**config.mk**
```make
export PLATFORM = sky130hd
export DESIGN_NAME = spi_master_shift_engine
export DESIGN_NICKNAME = d
export VERILOG_FILES = /design/src/sv/spm_pkg.sv /design/src/sv/spi_master_shift_engine.sv /design/src/sv/spm_engine.sv
export SDC_FILE = /design/constraint.sdc
export NUM_CORES = 1
export LEC_CHECK = 0
export BUFFER_PORTS_ARGS = -buffer_cell sky130_fd_sc_hd__buf_2
export CAP_MARGIN = 20
export CORE_ASPECT_RATIO = 0.8
export CORE_UTILIZATION = 45
export DETAILED_ROUTE_END_ITERATION = 16
export PLACE_DENSITY = 0.66
export REMOVE_ABC_BUFFERS = 1
export SYNTH_ARGS = -nofsm -noshare
export SYNTH_HDL_FRONTEND = slang
export SYNTH_SLANG_ARGS = --single-unit
```
**constraint.sdc**
```tcl
create_clock -name clk_i -period 3.1 [get_ports clk_i]
set_clock_uncertainty 0.2 [all_clocks]
set_input_delay 0.62 -clock clk_i [delete_from_list [all_inputs] [get_ports clk_i]]
set_output_delay 0.62 -clock clk_i [all_outputs]
set_load 0.02 [all_outputs]
```
**src/sv/spm_pkg.sv**
```systemverilog
// Shared types and constants for the SPI master shift engine.
package spm_pkg;

  // Bit position of the first bit sent and received.
  localparam logic [2:0] TopBit = 3'd7;

  // Action codes carried by each input request.
  typedef enum logic {
    ACT_TICK  = 1'b0,
    ACT_START = 1'b1
  } spm_action_e;

  // One input request: a tick that may start a byte.
  typedef struct packed {
    spm_action_e action;
    logic [7:0]  tx_byte;
    logic [1:0]  xfer_mode;
    logic        last_of_block;
    logic        miso_level;
  } spm_item_t;

  // One result request: pin levels and completion status after the tick.
  typedef struct packed {
    logic       sclk;
    logic       mosi;
    logic [7:0] rx_byte;
    logic       byte_done;
    logic       block_done;
    logic       busy;
  } spm_result_t;

endpackage

```
**src/sv/spi_master_shift_engine.sv**
```systemverilog
// Top level of the SPI master shift engine: handshakes, config and result register.
//
//  Channel  Direction  Handshake                Payload
//  in       request    in_valid_i/in_stall_o    action, tx_byte, xfer_mode, last_of_block,
//                                               miso_level
//  out      result     out_valid_o/out_stall_i  sclk, mosi, rx_byte, byte_done, block_done,
//                                               busy_res
//  cfg      write      cfg_valid_i/cfg_ready_o  cfg_half_period_extra_i
//
// Each accepted request is one tick; its result is registered and offered on the
// next cycle, so the single result register sustains one request per cycle while unstalled.
// A byte takes the start tick plus 16 half periods of 1 + half_period_extra ticks.
// Reset clears the transfer state and the result valid; SCLK idles low after reset.
// A stalled result holds and blocks new requests only while it is not taken.
module spi_master_shift_engine (
  input  logic       clk_i,
  input  logic       rst_ni,
  input  logic       in_valid_i,
  output logic       in_stall_o,
  input  logic       action_i,
  input  logic [7:0] tx_byte_i,
  input  logic [1:0] xfer_mode_i,
  input  logic       last_of_block_i,
  input  logic       miso_level_i,
  output logic       out_valid_o,
  input  logic       out_stall_i,
  output logic       sclk_o,
  output logic       mosi_o,
  output logic [7:0] rx_byte_o,
  output logic       byte_done_o,
  output logic       block_done_o,
  output logic       busy_res_o,
  input  logic       cfg_valid_i,
  output logic       cfg_ready_o,
  input  logic [7:0] cfg_half_period_extra_i
);
  import spm_pkg::*;

  logic        accept;
  logic [7:0]  half_extra_q;
  logic        out_valid_q;
  spm_item_t   item;
  spm_result_t result;
  spm_result_t result_q;

  // The result register can load when empty or when it is being taken.
  assign in_stall_o = out_valid_q & out_stall_i;
  assign accept     = in_valid_i & ~in_stall_o;

  assign item.action        = spm_action_e'(action_i);
  assign item.tx_byte       = tx_byte_i;
  assign item.xfer_mode     = xfer_mode_i;
  assign item.last_of_block = last_of_block_i;
  assign item.miso_level    = miso_level_i;

  spm_engine u_engine (
    .clk_i        (clk_i),
    .rst_ni       (rst_ni),
    .step_i       (accept),
    .half_extra_i (half_extra_q),
    .item_i       (item),
    .result_o     (result)
  );

  // Configuration register, always writable.
  assign cfg_ready_o = 1'b1;

  always_ff @(posedge clk_i or negedge rst_ni) begin
    if (!rst_ni) begin
      half_extra_q <= '0;
    end else if (cfg_valid_i) begin
      half_extra_q <= cfg_half_period_extra_i;
    end
  end

  // Result valid flag.
  always_ff @(posedge clk_i or negedge rst_ni) begin
    if (!rst_ni) begin
      out_valid_q <= 1'b0;
    end else if (accept) begin
      out_valid_q <= 1'b1;
    end else if (!out_stall_i) begin
      out_valid_q <= 1'b0;
    end
  end

  // Result payload.
  always_ff @(posedge clk_i or negedge rst_ni) begin
    if (!rst_ni) begin
      result_q <= '0;
    end else if (accept) begin
      result_q <= result;
    end
  end

  assign out_valid_o  = out_valid_q;
  assign sclk_o       = result_q.sclk;
  assign mosi_o       = result_q.mosi;
  assign rx_byte_o    = result_q.rx_byte;
  assign byte_done_o  = result_q.byte_done;
  assign block_done_o = result_q.block_done;
  assign busy_res_o   = result_q.busy;

endmodule

```
**src/sv/spm_engine.sv**
```systemverilog
// Transfer state and per-tick update logic of the SPI shift engine.
module spm_engine (
  input  logic                clk_i,
  input  logic                rst_ni,
  input  logic                step_i,
  input  logic [7:0]          half_extra_i,
  input  spm_pkg::spm_item_t  item_i,
  output spm_pkg::spm_result_t result_o
);
  import spm_pkg::*;

  logic       active_q, active_d;
  logic [1:0] mode_q, mode_d;
  logic [7:0] tx_shift_q, tx_shift_d;
  logic [7:0] rx_shift_q, rx_shift_d;
  logic [2:0] bit_idx_q, bit_idx_d;
  logic       second_half_q, second_half_d;
  logic [7:0] tick_cnt_q, tick_cnt_d;
  logic       last_flag_q, last_flag_d;

  // Next state and result for one tick.
  always_comb begin
    active_d      = active_q;
    mode_d        = mode_q;
    tx_shift_d    = tx_shift_q;
    rx_shift_d    = rx_shift_q;
    bit_idx_d     = bit_idx_q;
    second_half_d = second_half_q;
    tick_cnt_d    = tick_cnt_q;
    last_flag_d   = last_flag_q;
    result_o      = '0;

    if (active_q) begin
      if (tick_cnt_q >= half_extra_i) begin
        tick_cnt_d = '0;
        if (!second_half_q) begin
          // Capture edge: shift MISO in.
          rx_shift_d    = {rx_shift_q[6:0], item_i.miso_level};
          second_half_d = 1'b1;
        end else begin
          second_half_d = 1'b0;
          if (bit_idx_q == '0) begin
            active_d            = 1'b0;
            result_o.byte_done  = 1'b1;
            result_o.block_done = last_flag_q;
            result_o.rx_byte    = rx_shift_q;
          end else begin
            bit_idx_d  = bit_idx_q - 3'd1;
            tx_shift_d = {tx_shift_q[6:0], 1'b0};
          end
        end
      end else begin
        tick_cnt_d = tick_cnt_q + 8'd1;
      end
    end else if (item_i.action == ACT_START) begin
      active_d      = 1'b1;
      mode_d        = item_i.xfer_mode;
      tx_shift_d    = item_i.tx_byte;
      rx_shift_d    = '0;
      bit_idx_d     = TopBit;
      second_half_d = 1'b0;
      tick_cnt_d    = '0;
      last_flag_d   = item_i.last_of_block;
    end

    // SCLK rests at CPOL; while active it follows CPOL ^ CPHA ^ half.
    if (active_d) begin
      result_o.sclk = mode_d[1] ^ mode_d[0] ^ second_half_d;
    end else begin
      result_o.sclk = mode_d[1];
    end
    result_o.mosi = tx_shift_d[TopBit];
    result_o.busy = active_d;
  end

  // State registers advance once per accepted tick.
  always_ff @(posedge clk_i or negedge rst_ni) begin
    if (!rst_ni) begin
      active_q      <= 1'b0;
      mode_q        <= '0;
      tx_shift_q    <= '0;
      rx_shift_q    <= '0;
      bit_idx_q     <= '0;
      second_half_q <= 1'b0;
      tick_cnt_q    <= '0;
      last_flag_q   <= 1'b0;
    end else if (step_i) begin
      active_q      <= active_d;
      mode_q        <= mode_d;
      tx_shift_q    <= tx_shift_d;
      rx_shift_q    <= rx_shift_d;
      bit_idx_q     <= bit_idx_d;
      second_half_q <= second_half_d;
      tick_cnt_q    <= tick_cnt_d;
      last_flag_q   <= last_flag_d;
    end
  end

endmodule
```
==> qor.yml, run 1 <==
ir_drop_uv: 313.2
fin_tns_setup_ps: 0
crit_start: "u_engine.tick_cnt_q[6]$_DFFE_PN0P_"
fin_util: 0.5493
die_h_um: 70.93
grt_pass1_vias: 1841
final_common_cell: "dfrtp_1"
stdcell_count: 367
clk_pin_slew_worst_paths_ps: 90
drt_wl_total_um: 4946
startpoint_type: "flop"
status: "complete, no violations"
fmax_mhz: 380.3
yosysUniqueCellTypes: 42
r2r_start: "u_engine.tick_cnt_q[6]$_DFFE_PN0P_"
cts.repair.resized: 0
ioPinCount: 42
clock-root-buffer: "clkbuf_8"
crit_buf_inv: 0
rows: 24
n_fill_cell: 508
post_drt_wl_per_cell_um: 13.48
die-area_um2: 6253
fin_nets: 325
crit_required_ps: 3100
gr-max-usage-layer: "met2"
syn_inst: 245
cts_hold_buf: 0
hold_violations: 0
grt_pass1_wl_um: 8583
ys_seq_area_frac: 0.4869
critPathKind: "flop to flop"
whs_ps: 97.12
slowest_delay_ps: 440
synthToLayoutAreaGrowth_pct: 14.79
min_period_ps: 2629
rsz0062_at_grt: "no"
use_met1: 0.2451
ys.warnings.count: 0
synth_edf_count: 0
grt_usage: 0.1781
detail-route-antenna-nets: 0
insertion_delay_ps: 300
worst_pin_slew_ps: 889.3
grt_max_degree: 26
vias_per_cell: 5.193
slew_headroom: 0.4071
drv_cap: 0
clock_tree.buffer_depth: 2
first_pass_iters: 5
met3_usage: 0.03851
start_util: 0.4785
vias: 1906
synthFlopType: "dfrtp_1"
core_area_um2: 5585
drcViolationCount: 0
ys_seq_elements: 52
cpLargestDelayFamily: "compound AO/OA/AOI/OAI gates"
cts.sinks: 52
io_buffer_count: 40
gr-usage-met2: 0.2821
place_congestion: 0.7748
finalSetupViolCount: 0
grt_antenna_before_repair: 0
reg2reg_depth: 7
die_w_um: 88.16
cts_tree: "built"
crit_chain: "ha_1 -> and4_1 -> o21ai_0 -> o21ai_2 -> nand3_1 -> a21oi_4 -> mux2_2"
crit_path_top_delay_cell: "dfrtp_1"
cts_buffers: 5
p_leak_nw: 1.521
arrival_ps: 2620
avgSynthCellArea_um2: 10.91
final_cell_mix: "dfrtp_1 (52), buf_2 (40), nand2_1 (24)"
netlist_area_um2: 2673
r2r-end: "u_engine.tx_shift_q[6]$_DFFE_PN0P_"
antenna_cells: 0
critPathMaxFanout: 9
dp.cells: 359
rrSetupSlack_ps: 470
p_per_area_nw_per_um2: 704.7
fin_crit_sh: 0.8481
worstSetupEndpointType: "flop"
min-delay-path-class: "input pin to async pin"
grt_remaining_overflow: 0
h-tree-depth: 2
drive_gt1_frac: 0.2907
postCtsSetupBuffers: 0
synth_async_sr_flop_share: 1.000
post-dp-hpwl_um: 3469
drt_iter0_drc: 64
slew_viol_final: 0
-- sequential cells by signal (all words and copies together) (netlist names), 2 cells and up --
register             flops
half_extra_q             8
u_engine.mode_q          2
rx_byte_o                8
u_engine.bit_idx_q       3
u_engine.rx_shift_q      8
u_engine.tx_shift_q      8
u_engine.tick_cnt_q      8
-- per-stage QoR --
stage	setup slack [ps]	power (mW)	instance area [µm²]
after floorplan	739.1	1.528	2610
after global placement	539.5	1.700	2960
after detailed placement	496.5	1.721	2960
after CTS	462.4	2.182	3068
after global routing	283.4	2.326	3068
final	470.8	2.162	3068
-- power by group --
group,total (mW),switching [mW],internal (mW)
combinational,0.719,0.346,0.374
sequential,0.986,0.141,0.845
clock,0.457,0.217,0.240
-- cells by family (layout without fill, tap and decap cells) --
logic type / count (synthesis) / count (layout) / share of synthesized area
AND/OR/NAND/NOR: 63 / 63 / 0.1194
buffers and inverters: 28 / 72 / 0.04728
XOR/XNOR: 3 / 3 / 0.009833
flip-flops: 52 / 52 / 0.4869
adder cells (fa/ha/maj): 11 / 11 / 0.05150
other: 1 / 1 / 0.001403
multiplexers: 28 / 28 / 0.1208
AO/OA/AOI/OAI: 59 / 59 / 0.1629
-- cells in the mapped netlist (2+ instances only) --
master	count	area (µm²)
a21o_1	2	15.01
a21oi_1	6	30.03
a22o_1	18	157.7
and3_1	5	31.28
buf_2	2	10.01
buf_6	2	22.52
clkbuf_1	5	18.77
dfrtp_1	52	1301
ha_1	11	137.6
inv_1	17	63.81
mux2_2	18	202.7
mux2_4	4	60.06
mux2i_1	6	60.06
nand2_1	24	90.09
nand2b_1	6	37.54
nand3_1	5	25.02
nand3b_1	3	22.52
nand4_1	2	12.51
nor2_1	11	41.29
nor3_1	2	10.01
o21ai_0	21	105.1
o21ai_2	2	17.52
xor2_1	2	17.52
-- how the worst max path moves through the flow --
| stage | end | slack (ps) | cells past startpoint |
|---|---|---|---|
| 5_1_grt | u_engine.tx_shift_q[1]$_DFFE_PN0P_ | 280 | 7 |
| 3_3_place_gp | u_engine.tx_shift_q[7]$_DFFE_PN0P_ | 540 | 7 |
| 2_1_floorplan | u_engine.tx_shift_q[1]$_DFFE_PN0P_ | 740 | 7 |
| 6_report | u_engine.tx_shift_q[6]$_DFFE_PN0P_ | 470 | 7 |
| 4_1_cts | u_engine.tx_shift_q[6]$_DFFE_PN0P_ | 460 | 7 |
| 3_5_place_dp | u_engine.tx_shift_q[7]$_DFFE_PN0P_ | 500 | 7 |
-- final cells by class --
cell class,instances,area [µm²],share of cell area
flip-flops and latches,52,1301,0.4241
multi-input cells,165,1245,0.4058
repair buffers,47,252.7,0.08238
well taps,78,97.59,0.03181
clock buffers,6,72.57,0.02365
inverters,17,63.81,0.02080
clock inverters,2,35.03,0.01142
-- routing by layer --
layer  vias up  part of all wire  wire length [µm]
met4         0            0.0085                42
met2        34              0.46              2292
met3         6             0.034               169
met5         -                 0                 0
li1        947                 -                 -
met1       919              0.49              2441
No activity file was read; power rests on OpenSTA's default activity.
==> inputs of run 2 (changes only) <==
PLACE_DENSITY = 0.68   (was 0.66)
clock period = 2.2 ns   (was 3.1 ns; I/O delays follow)
==> run 2 against run 1 <==
  * Global-route usage rose by 3.2 points
  * Register-to-register slack lost 640 ps
  * Critical endpoint is now sclk_o$_DFFE_PN0P_
  * Final area increased by 12%
  * First-iteration DRC count up 58%
  * The flow now finishes with violations (negative setup slack)
==> qor.yml, run 2 (synthesized netlist as in run 1, its figures left out) <==
grt_usage: 0.2097
grt_antenna_before_repair: 0
r2r-end: "sclk_o$_DFFE_PN0P_"
drv_cap: 0
rows: 24
rrSetupSlack_ps: -170
hold_violations: 0
dpl_worst_slack_ps: -337.6
die_h_um: 70.93
drt_wl_total_um: 5785
timing.final.ws_setup_ps: -169.8
drcViolationCount: 0
worstSetupEndpointType: "flop"
fin_crit_sh: 1.077
core_area_um2: 5585
first_pass_iters: 4
cts_buffers: 5
fin_util: 0.6172
post_drt_wl_per_cell_um: 14.68
post-dp-hpwl_um: 3835
io_buffer_count: 40
fin_nets: 352
die-area_um2: 6253
worstHoldStart: "cfg_half_period_extra_i[4]"
hold_end: "half_extra_q[4]$_DFFE_PN0P_"
reg2reg_depth: 10
drt_iter0_drc: 101
clock-root-buffer: "clkbuf_8"
holdPathStages: 3
p_per_area_nw_per_um2: 982.4
cts.sinks: 52
ioPinCount: 42
p_leak_nw: 1.682
fmax_mhz: 422.0
drive_gt1_frac: 0.3956
whs_ps: 123.8
violations: "negative setup slack"
detail-route-antenna-nets: 0
h-tree-depth: 2
clk_pin_slew_worst_paths_ps: 110
antenna_cells: 0
final_common_cell: "dfrtp_1"
startpoint_type: "flop"
status: "complete, but fails checks"
min_period_ps: 2370
grt_max_degree: 31
clock_tree.buffer_depth: 2
final_cell_mix: "dfrtp_1 (52), buf_2 (40), nand2_1 (23)"
cts_tree: "built"
rsz0062_at_grt: "yes"
finalSetupViolCount: 32
slew_viol_final: 0
grt_pass1_vias: 2111
grt_pass1_wl_um: 9908
worst_pin_slew_ps: 823.9
critPathMaxFanout: 5
vias: 2035
start_util: 0.4785
min-delay-path-class: "input pin to flop"
critPathKind: "flop to flop"
grt_remaining_overflow: 0
place_congestion: 0.8138
crit_required_ps: 2270
synthToLayoutAreaGrowth_pct: 28.98
ir_drop_uv: 461.9
die_w_um: 88.16
r2r_start: "half_extra_q[0]$_DFFE_PN0P_"
arrival_ps: 2440
vias_per_cell: 5.165
slew_headroom: 0.4507
insertion_delay_ps: 320
-- run 2: timing repair --
action / CTS / global route
hold buffers: 1 / 0
setup endpoints to repair: 37 / 40
buffers inserted: 2 / 2
pin swaps: 7 / 11
gates resized for setup: 28 / 13
endpoints found under the hold margin: 18 / 0
cloned: 2 / 0
-- run 2: layer usage --
layer	global-route usage	up-vias	wire, µm
met1	0.2681	988	2657
li1	-	1002	-
met4	0.07527	0	106
met2	0.3564	35	2876
met3	0.03617	10	145
met5	0	-	0
-- run 2: area by class of cell --
| class | count | area, µm² |
|---|---|---|
| Inverter | 17 | 63.81 |
| Multi-Input combinational cell | 167 | 1394 |
| Timing Repair Buffer | 72 | 494.2 |
| Clock buffer | 5 | 68.82 |
| Sequential cell | 52 | 1301 |
| Clock inverter | 3 | 27.53 |
| Fill cell | 483 | 2138 |
| Tap cell | 78 | 97.59 |
-- run 2: through the flow --
step | cells | area [µm²] | setup TNS [ps] | power (mW)
2_1_floorplan | 234 | 2610 | -2346 | 2.152
3_3_place_gp | 379 | 3136 | -4633 | 2.521
3_5_place_dp | 379 | 3136 | -7631 | 2.566
4_1_cts | 392 | 3390 | -3196 | 3.317
5_1_grt | 394 | 3447 | -5950 | 3.615
6_report | 394 | 3447 | -2883 | 3.386
-- run 2: worst max-delay path by stage --
stage / from / endpoint / slack [ps] / cells after the start
2_1_floorplan: u_engine.tick_cnt_q[5]$_DFFE_PN0P_ / u_engine.tx_shift_q[1]$_DFFE_PN0P_ / -160 / 7
3_3_place_gp: u_engine.tick_cnt_q[6]$_DFFE_PN0P_ / u_engine.tx_shift_q[7]$_DFFE_PN0P_ / -210 / 7
3_5_place_dp: half_extra_q[7]$_DFFE_PN0P_ / block_done_o$_DFFE_PN0P_ / -340 / 8
4_1_cts: half_extra_q[7]$_DFFE_PN0P_ / u_engine.tx_shift_q[6]$_DFFE_PN0P_ / -180 / 9
5_1_grt: half_extra_q[0]$_DFFE_PN0P_ / sclk_o$_DFFE_PN0P_ / -260 / 10
6_report: half_extra_q[0]$_DFFE_PN0P_ / sclk_o$_DFFE_PN0P_ / -170 / 10
-- run 2: where the power goes --
part	internal, mW	total (mW)	switching, mW
Clock	0.234	0.594	0.360
Combinational	0.766	1.43	0.663
Sequential	1.19	1.36	0.176
Total	2.19	3.39	1.20
-- run 2: worst max-delay path, cell delays in order (launching register included) --
cell,delay (ps)
dfrtp_1,400
ha_1,290
nand2b_4,150
a2111oi_4,360
o21ai_2,130
buf_6,140
buf_4,130
buf_6,120
a21o_4,180
a21oi_2,110
nand3b_1,110
==> inputs of run 3 (changes only) <==
PLACE_DENSITY = 0.73   (was 0.68)
==> run 3 against run 2 <==
  * The run still ends with negative setup slack left
  * Wire length shrank 3.2%
  * Clock power is 11% higher
  * Non-clock buffer count increased by 7
  * Sequential power about the same
  * Largest cell class unchanged
  * Highest routed layer unchanged
==> qor.yml, run 3 (synthesized netlist as in run 1, its figures left out) <==
startpoint_type: "flop"
final_common_cell: "dfrtp_1"
rrSetupSlack_ps: -140
p_seq_frac: 0.396
min_period_ps: 2343
fmax_mhz: 426.9
arrival_ps: 2340
worstSetupEndpointType: "flop"
slowest_delay_ps: 400
io_buffer_count: 40
place_area_um2: 3131
clkPwrFrac: 0.191
cts_tree: "built"
ioPinCount: 42
cts_buffers: 5
grt_pass1_vias: 2073
drive_gt1_frac: 0.4224
grt_antenna_before_repair: 0
min-delay-path-class: "input pin to flop"
p_per_area_nw_per_um2: 990.9
insertion_delay_ps: 310
critPathKind: "flop to flop"
violations: "negative setup slack"
crit_start: "half_extra_q[0]$_DFFE_PN0P_"
cts.sinks: 52
core_area_um2: 5585
p_sw_frac: 0.3329
grt_pass1_wl_um: 9356
comb_power_share: 0.413
die_w_um: 88.16
fin_nets: 358
h-tree-depth: 2
critPathMaxFanout: 8
vias: 2052
reg2reg_depth: 9
hold_violations: 0
ir_drop_uv: 476.5
cpLargestDelayFamily: "compound AO/OA/AOI/OAI gates"
die-area_um2: 6253
intPower_mw: 2.293
crit_required_ps: 2200
rows: 24
regArea_um2: 1301
clock-root-buffer: "clkbuf_8"
drt_iter0_drc: 97
drt_wl_total_um: 5602
drcViolationCount: 0
whs_ps: 124.2
crit_buf_inv: 2
cp-endpoint: "u_engine.bit_idx_q[1]$_DFFE_PN0P_"
rsz0062_at_grt: "yes"
p_leak_nw: 1.704
p_switching_mw: 1.145
place_congestion: 0.8037
detail-route-antenna-nets: 0
vias_per_cell: 5.130
crit_chain: "ha_1 -> nand2b_4 -> a2111oi_4 -> o21ai_2 -> nand3_2 -> a21oi_4 -> buf_12 -> buf_6 -> o22a_1"
finalSetupViolCount: 29
design_area_um2: 3470
n_fill_cell: 455
die_h_um: 70.93
status: "complete, but fails checks"
start_util: 0.4785
grt_usage: 0.1938
synthToLayoutAreaGrowth_pct: 29.82
clock_tree.buffer_depth: 2
r2r_start: "half_extra_q[0]$_DFFE_PN0P_"
clk_pin_slew_worst_paths_ps: 90
fin_crit_sh: 1.065
multi_input_area_um2: 1364
first_pass_iters: 4
post_drt_wl_per_cell_um: 14.01
cp.depth: 9
timing.final.ws_setup_ps: -142.7
grt_max_degree: 27
grt_remaining_overflow: 0
drv_cap: 0
final_cell_mix: "dfrtp_1 (52), buf_2 (40), buf_4 (32)"
slew_viol_final: 0
antenna_cells: 0
r2r-end: "u_engine.bit_idx_q[1]$_DFFE_PN0P_"
crit_path_top_delay_cell: "dfrtp_1"
post-dp-hpwl_um: 3824
run 3: cell count changes in the layout (fill, tap and decap cells not counted), moves of 2 or more:
cell	previous run	this run
buf_4	22	32
mux2_2	11	18
o21ai_2	5	8
o21ai_0	13	11
buf_6	7	4
mux2_4	11	4
run 3: worst reg2reg max path: stages (launching register included):
cell,delay (ps)
dfrtp_1,400
ha_1,300
nand2b_4,150
a2111oi_4,360
o21ai_2,150
nand3_2,140
a21oi_4,80
buf_12,160
buf_6,110
o22a_1,190
run 3: cell type report:
class / instances / share of cell area
multi-input combinational: 166 / 0.3931
timing repair buffer: 79 / 0.1543
inverter: 17 / 0.01839
tap: 78 / 0.02813
clock inverter: 2 / 0.01010
sequential: 52 / 0.3750
clock buffer: 6 / 0.02092
run 3: how the worst min path moves through the flow:
stage                                           from                           to  cells past startpoint
after floorplan                               rst_ni     block_done_o$_DFFE_PN0P_                      0
after global routing      cfg_half_period_extra_i[4]  half_extra_q[4]$_DFFE_PN0P_                      3
after detailed placement                      rst_ni  half_extra_q[6]$_DFFE_PN0P_                      1
after CTS                 cfg_half_period_extra_i[4]  half_extra_q[4]$_DFFE_PN0P_                      3
after global placement                        rst_ni  half_extra_q[6]$_DFFE_PN0P_                      1
final                     cfg_half_period_extra_i[4]  half_extra_q[4]$_DFFE_PN0P_                      3
run 3: repair_timing:
action / in CTS / in global routing
gates resized for setup: 15 / 23
endpoints found under the hold margin: 13 / 0
endpoints found under the setup margin: 34 / 37
buffers inserted: 6 / 5
pin swaps: 6 / 10
gates cloned: 0 / 1
hold buffers: 1 / 0
run 3: per-stage QoR:
stage / util / std cells / setup TNS, ps / power (mW) / worst slack [ps]
6_report: 0.6212 / 400 / -2071 / 3.438 / -142.7
5_1_grt: 0.6212 / 400 / -4756 / 3.644 / -212.0
4_1_cts: 0.6026 / 394 / -1344 / 3.338 / -108.1
3_5_place_dp: 0.5605 / 380 / -6122 / 2.554 / -305.7
3_3_place_gp: 0.5605 / 380 / -4370 / 2.511 / -200.4
2_1_floorplan: - / 234 / -2346 / 2.152 / -160.9
run 3: per-layer routing:
metal	track usage	routed length (µm)	vias to the layer above
met2	0.3017	2673	35
met3	0.03851	132	9
met5	0	0	-
met4	0.09498	113	0
li1	-	-	1012
met1	0.2585	2682	996
run 3: power groups by stage:
stage	clock network, mW	registers, mW	logic, mW
floorplan	0	1.42	0.734
global placement	0	1.36	1.15
detailed placement	0	1.37	1.18
CTS	0.675	1.36	1.30
global route	0.697	1.39	1.55
finish	0.657	1.36	1.42
